`src/hw/rtl/fbpm_pkg.sv`:
```
// ----------------------------------------------------------------------------
// Frame buffer pool manager package
// Shared sizes, codes, word formats and controller commands for the pool.
// ----------------------------------------------------------------------------
package fbpm_pkg;

  localparam int SLOTS       = 8;
  localparam int FRAME_WORDS = 16;
  localparam int SAMPLE_BITS = 64;

  localparam int PTR_W    = $clog2(SLOTS);
  localparam int COUNT_W  = $clog2(SLOTS + 1);
  localparam int DEPTH    = SLOTS * FRAME_WORDS;
  localparam int ADDR_W   = $clog2(DEPTH);
  localparam int OP_W     = 3;
  localparam int SLOT_W   = 3;
  localparam int WIDX_W   = 4;
  localparam int DATA_W   = 64;
  localparam int CNT_FW   = 4;

  localparam logic [OP_W-1:0] OP_ALLOC   = 3'd0;
  localparam logic [OP_W-1:0] OP_WRITE   = 3'd1;
  localparam logic [OP_W-1:0] OP_FETCH   = 3'd2;
  localparam logic [OP_W-1:0] OP_READ    = 3'd3;
  localparam logic [OP_W-1:0] OP_RELEASE = 3'd4;

  typedef enum logic [1:0] {
    ST_OK        = 2'd0,
    ST_NO_FREE   = 2'd1,
    ST_NO_FILLED = 2'd2,
    ST_FREE_FULL = 2'd3
  } status_e;

  typedef struct packed {
    logic [OP_W-1:0]   opcode;
    logic [SLOT_W-1:0] slot;
    logic [WIDX_W-1:0] word_index;
    logic [DATA_W-1:0] sample_in;
    logic              is_last;
  } in_item_t;

  typedef struct packed {
    status_e           status;
    logic [SLOT_W-1:0] slot_out;
    logic [DATA_W-1:0] sample_out;
    logic [CNT_FW-1:0] free_slots;
    logic [CNT_FW-1:0] filled_slots;
  } out_item_t;

  typedef struct packed {
    logic load_item;
    logic exec;
    logic mem_rd;
    logic load_rd;
  } cmd_t;

  typedef struct packed {
    logic is_read;
  } sts_t;

  function automatic logic [PTR_W-1:0] ring_next(input logic [PTR_W-1:0] p);
    logic [PTR_W-1:0] r;
    if (p == PTR_W'(SLOTS - 1)) begin
      r = '0;
    end else begin
      r = p + 1'b1;
    end
    return r;
  endfunction

endpackage

```
`src/hw/rtl/fbpm_ctrl.sv`:
```
// ----------------------------------------------------------------------------
// Frame buffer pool manager controller
// Sequences one word at a time through capture, execute and store read.
// ----------------------------------------------------------------------------
module fbpm_ctrl (
  input  logic           clk_i,
  input  logic           rst_ni,
  input  logic           in_valid_i,
  output logic           in_ready_o,
  output logic           out_valid_o,
  input  logic           out_ready_i,
  input  fbpm_pkg::sts_t sts_i,
  output fbpm_pkg::cmd_t cmd_o
);

  typedef enum logic [1:0] {
    S_IDLE,
    S_EXEC,
    S_RDATA
  } state_e;

  state_e state_q, state_d;
  logic   out_valid_q, out_valid_d;
  logic   out_free;

  assign out_free    = !out_valid_q || out_ready_i;
  assign in_ready_o  = (state_q == S_IDLE);
  assign out_valid_o = out_valid_q;

  always_comb begin
    state_d     = state_q;
    out_valid_d = out_valid_q && !out_ready_i;
    cmd_o       = '0;
    case (state_q)
      S_IDLE: begin
        if (in_valid_i) begin
          cmd_o.load_item = 1'b1;
          state_d         = S_EXEC;
        end
      end
      S_EXEC: begin
        if (sts_i.is_read) begin
          cmd_o.mem_rd = 1'b1;
          state_d      = S_RDATA;
        end else if (out_free) begin
          cmd_o.exec  = 1'b1;
          out_valid_d = 1'b1;
          state_d     = S_IDLE;
        end
      end
      S_RDATA: begin
        if (out_free) begin
          cmd_o.load_rd = 1'b1;
          out_valid_d   = 1'b1;
          state_d       = S_IDLE;
        end
      end
      default: begin
        state_d = S_IDLE;
      end
    endcase
  end

  always_ff @(posedge clk_i or negedge rst_ni) begin
    if (!rst_ni) begin
      state_q     <= S_IDLE;
      out_valid_q <= 1'b0;
    end else begin
      state_q     <= state_d;
      out_valid_q <= out_valid_d;
    end
  end

endmodule

```
`config.mk`:
```
export PLATFORM = sky130hd
export DESIGN_NAME = fbpm_ctrl
export DESIGN_NICKNAME = d
export VERILOG_FILES = /design/src/hw/rtl/fbpm_pkg.sv /design/src/hw/rtl/fbpm_ctrl.sv
export SDC_FILE = /design/constraint.sdc
export NUM_CORES = 1
export LEC_CHECK = 0
export ABC_CLOCK_PERIOD_IN_PS = 1680
export BUFFER_PORTS_ARGS = -buffer_cell sky130_fd_sc_hd__clkbuf_2
export CAP_MARGIN = 20
export CORE_AREA = 2 2 39 41
export CTS_CLUSTER_DIAMETER = 80
export CTS_CLUSTER_SIZE = 8
export DETAILED_ROUTE_END_ITERATION = 8
export DIE_AREA = 0 0 41 43
export PLACE_DENSITY = 0.5
export SLEW_MARGIN = 20
export SYNTH_ARGS = -nofsm -noshare
export SYNTH_HDL_FRONTEND = slang
export SYNTH_SLANG_ARGS = --single-unit
```
`constraint.sdc`:
```
create_clock -name clk_i -period 1.68 [get_ports clk_i]
set_input_delay 0.168 -clock clk_i [delete_from_list [all_inputs] [get_ports clk_i]]
set_output_delay 0.168 -clock clk_i [all_outputs]
set_load 0.1 [all_outputs]
```
==> results of run 1 <==
==> routing by layer <==
metal  track usage (%)  routed length (µm)
met4             8.000                   0
met2             10.00                 268
met5                 0                   0
met1             9.061                 218
met3            0.5236                  24
==> layout make-up <==
cell class	instances	area [µm²]
flip-flops and latches	3	75.07
well taps	16	20.02
multi-input cells	22	193.9
repair buffers	11	122.6
inverters	3	11.26
fillers	128	934.6
clock buffers	4	26.28
==> how the worst max path moves through the flow <==
stage	from	to	slack, ns	depth (start not counted)
floorplan	state_q[0]	state_q[0]	-0.09	5
global placement	state_q[0]	cmd_o[2]	0.28	4
detailed placement	state_q[0]	cmd_o[2]	0.29	4
CTS	state_q[0]	cmd_o[2]	0.03	4
global route	state_q[0]	cmd_o[2]	0.01	4
finish	state_q[0]	cmd_o[2]	0.06	4
==> through the flow <==
step | setup WS (ns) | std cells | hold WS (ns) | util [%] | setup TNS (ns)
after floorplan | -0.09421 | 28 | -0.1276 | - | -0.09421
after global placement | 0.2762 | 54 | -0.03348 | 29.57 | 0
after detailed placement | 0.2881 | 54 | -0.03327 | 29.57 | 0
after CTS | 0.03039 | 59 | 0.2551 | 32.19 | 0
after global routing | 0.01181 | 59 | 0.2691 | 32.46 | 0
final | 0.06035 | 59 | 0.2605 | 32.46 | 0
==> sequential cells by signal, indices dropped and copies added, names as in the netlist <==
name	count
state_q	2
out_valid_o	1
==> timing repair <==
| action | 4_1_cts | 5_1_grt |
|---|---|---|
| buffers inserted | 0 | 0 |
| hold buffers | 1 | 0 |
| setup endpoints to repair | 0 | 1 |
| resized for setup | 0 | 3 |
| endpoints found under the hold margin | 3 | 0 |
==> cells in the mapped netlist, drive strengths merged <==
library cell | number | area share, %
a21oi | 1 | 1.8
o21ai | 4 | 8.8
dfrtp | 3 | 28
nand2b | 1 | 2.3
and2 | 4 | 11
nor2b | 1 | 2.3
o31ai | 1 | 4.6
nand3b | 1 | 2.8
o21ba | 1 | 3.7
a22oi | 1 | 4.6
ha | 4 | 18
inv | 3 | 4.1
and2b | 3 | 8.3
==> cell families after synthesis <==
family	Yosys count	synth area share, %
fa+ha+maj	4	18.43
flops	3	27.65
buf+inv	3	4.147
simple gates	10	26.27
compound gates	8	23.50
==> worst max-delay path, delay by kind of cell (launching register included) <==
| kind | cells | cell delay (ns) |
|---|---|---|
| and+or+nand+nor | 2 | 0.43 |
| DFF | 1 | 0.41 |
| adders and majority gates | 1 | 0.22 |
| buffers and inverters | 1 | 0.16 |
==> run metrics, run 1 <==
status=finished, final reports clean; clk buf depth=2; wire per inst=8.661 µm; required time of the critical path=1.51 ns; sequential element share of the synthesized area=27.65%; TritonCTS clock tree=built; row cnt=14; vias in the first global route=224; worst path cell trace=ha_2, and2b_2, and2_2, buf_12; initial core utilization=19.62%; Worst Hold End=out_valid_o; clock root cell=clkbuf_4; cell area after layout=449.2 µm²; via-per-instance ratio=3.695; Top-Level Pins=11; Clock Sinks=3; Total Wirelength=511 µm; DR iter-0 viols=0; crit path DAT=1.45 ns; GR Overflow Total=0; Startpoint Class=flop; class of the worst hold path=in2reg; Highest Clock Rate=617.4 MHz; worst hold path startpoint=out_ready_i; pins over their slew limit=0; Max-cap violations=0; # nets final=53; total CTS buffers=3; share of cells above drive strength 1=55.81%; YS warnings=0; worst r2r dst=state_q[1]; area post-placement=409.1 µm²; final hold vios=0; peak fanout along the critical path=4; most frequent cells in the layout=clkbuf_2, buf_12; critical path start-end classification=reg2out; port bufs=10; leading cell type in the layout, fill and taps excluded=clkbuf_2; final cycle utilization of the critical path=96.41%; GP Congestion=0.7758; full die area=1763 µm²; slowest library cell on the worst path=dfrtp_1; number of diodes=0; Pre-antenna DRT Iters=1; reg-to-reg setup timing slack=0.38 ns; Crit Reg-Reg Startpoint=state_q[0]; GRT Util Overall=7.344%; normalized max-slew margin=64.23%; # H-tree levels=1; FF+latch count, synth=3; RSZ-0062 raised after global routing=no; vias after detailed routing=218; CP Capture Type=output port; syn avg cell area=9.697 µm²; Die Height=43 µm; Crit path largest cell delay=0.41 ns; setup violators final=0; DRC=0; clock latency on the worst-skew pair=0.23 ns; post-layout min period=1.620 ns; largest net degree at the start of global routing=5; WHS Path Cells=3; worst slew pin tran=0.5389 ns; first-pass GRT wire length=848 µm; Antenna Nets Post-Route=0; cell area after synthesis=271.5 µm²; total core area=1384 µm²; Synth cell types=16; Post-Syn Nets=37; Gate Count Post-Synth=28; Setup Skew=0.0008879 ns; Worst-path clk slew=0.04 ns; area grow syn2layout=65.44%; initial antenna violation count=0; Worst R2R Path Depth=5; Chip Width=41 µm
Power of run 1 is left out: the tool's default activity adds up to more than one toggle a clock period on the data nets, which glitch-free logic cannot reach.
==> run 2, diff against run 1 <==
Settings changed: CTS_BUF_LIST set to sky130_fd_sc_hd__clkbuf_4 sky130_fd_sc_hd__clkbuf_8 sky130_fd_sc_hd__clkbuf_16.
==> run metrics, run 2 (same netlist as run 1, synthesis figures left out) <==
status=finished, final reports clean; Post-Place Setup Slack=0.2881 ns; cell area after layout=452.9 µm²; Crit Reg-Reg Startpoint=state_q[0]; Pre-antenna DRT Iters=1; via-per-instance ratio=3.695; worst slew pin tran=0.5396 ns; vias in the first global route=224; dpl cells=54; # H-tree levels=1; required time of the critical path=1.51 ns; row cnt=14; initial antenna violation count=0; Startpoint Class=flop; max reg flops=2; number of diodes=0; post-layout min period=1.620 ns; class of the worst hold path=in2reg; vias after detailed routing=218; crit path DAT=1.45 ns; full die area=1763 µm²; leading cell type in the layout, fill and taps excluded=clkbuf_2; peak fanout along the critical path=4; total CTS buffers=3; TritonCTS clock tree=built; Die Height=43 µm; Antenna Nets Post-Route=0; Highest Clock Rate=617.5 MHz; CP Capture Type=output port; area grow syn2layout=66.82%; worst path cell trace=ha_2, and2b_2, and2_2, buf_12; final hold slack=0.2613 ns; GRT Util Overall=7.344%; DR iter-0 viols=0; # nets final=53; Setup Skew=0.001412 ns; initial core utilization=19.62%; worst r2r dst=state_q[1]; clk buf depth=2; GR Overflow Total=0; Worst R2R Path Depth=5; total core area=1384 µm²; setup ws final=0.06047 ns; clock root cell=clkbuf_4; Clock Sinks=3; Worst-path clk slew=0.04 ns; pins over their slew limit=0; Max-cap violations=0; RSZ-0062 raised after global routing=no; worst hold path startpoint=out_ready_i; wire per inst=8.661 µm; normalized max-slew margin=64.18%; Top-Level Pins=11; reg-to-reg setup timing slack=0.38 ns; final cycle utilization of the critical path=96.40%; setup violators final=0; critical path start-end classification=reg2out; largest net degree at the start of global routing=5; Worst Hold End=out_valid_o; most frequent cells in the layout=clkbuf_2, clkbuf_4, buf_12; Finished Layout Cells=59; area post-placement=409.1 µm²; clock latency on the worst-skew pair=0.23 ns; DRC=0; first-pass GRT wire length=848 µm; slowest library cell on the worst path=dfrtp_1; Chip Width=41 µm; Top reg by flops=state_q; GP Congestion=0.7758; Total Wirelength=511 µm; WHS Path Cells=3; Setup Fix Bufs, Post-CTS=0; Crit path largest cell delay=0.41 ns; final hold vios=0; share of cells above drive strength 1=58.14%; port bufs=10
==> run 2: worst max-delay path: cells and delay by family, from the launching register on <==
kind                     cells  cell delay, ns
AND/OR/NAND/NOR              2            0.43
buffers and inverters        1            0.16
adder cells (fa/ha/maj)      1            0.22
flip-flops                   1            0.41
==> run 2: worst max path at each step <==
stage | startpoint | endpoint | slack (ns)
detailed placement | state_q[0] | cmd_o[2] | 0.29
global placement | state_q[0] | cmd_o[2] | 0.28
global route | state_q[0] | cmd_o[2] | 0.01
CTS | state_q[0] | cmd_o[2] | 0.03
floorplan | state_q[0] | state_q[0] | -0.09
finish | state_q[0] | cmd_o[2] | 0.06
==> run 2: area by class of cell <==
cell class / count / area, µm²
fill: 126 / 930.9
multi-input combinational: 22 / 193.9
tap: 16 / 20.02
sequential: 3 / 75.07
clock buffer: 4 / 30.03
timing repair buffer: 11 / 122.6
inverter: 3 / 11.26
==> run 2: metrics by stage <==
step	util (%)	setup TNS [ns]
6_report	32.73	0
5_1_grt	32.73	0
4_1_cts	32.46	0
3_5_place_dp	29.57	0
3_3_place_gp	29.57	0
2_1_floorplan	-	-0.09421
==> run 2: what timing repair did <==
| item | CTS | global route |
|---|---|---|
| hold buffers | 1 | 0 |
| hold endpoints to repair | 3 | 0 |
| setup endpoints to repair | 0 | 1 |
| gates resized for setup | 0 | 3 |
==> run 2: per-layer routing <==
metal / track usage (%) / part of all wire, %
met2: 10.00 / 52
met3: 0.5236 / 3.9
met5: 0 / 0
met4: 8.000 / 0
met1: 9.061 / 44
Power of run 2 is left out for the same reason.
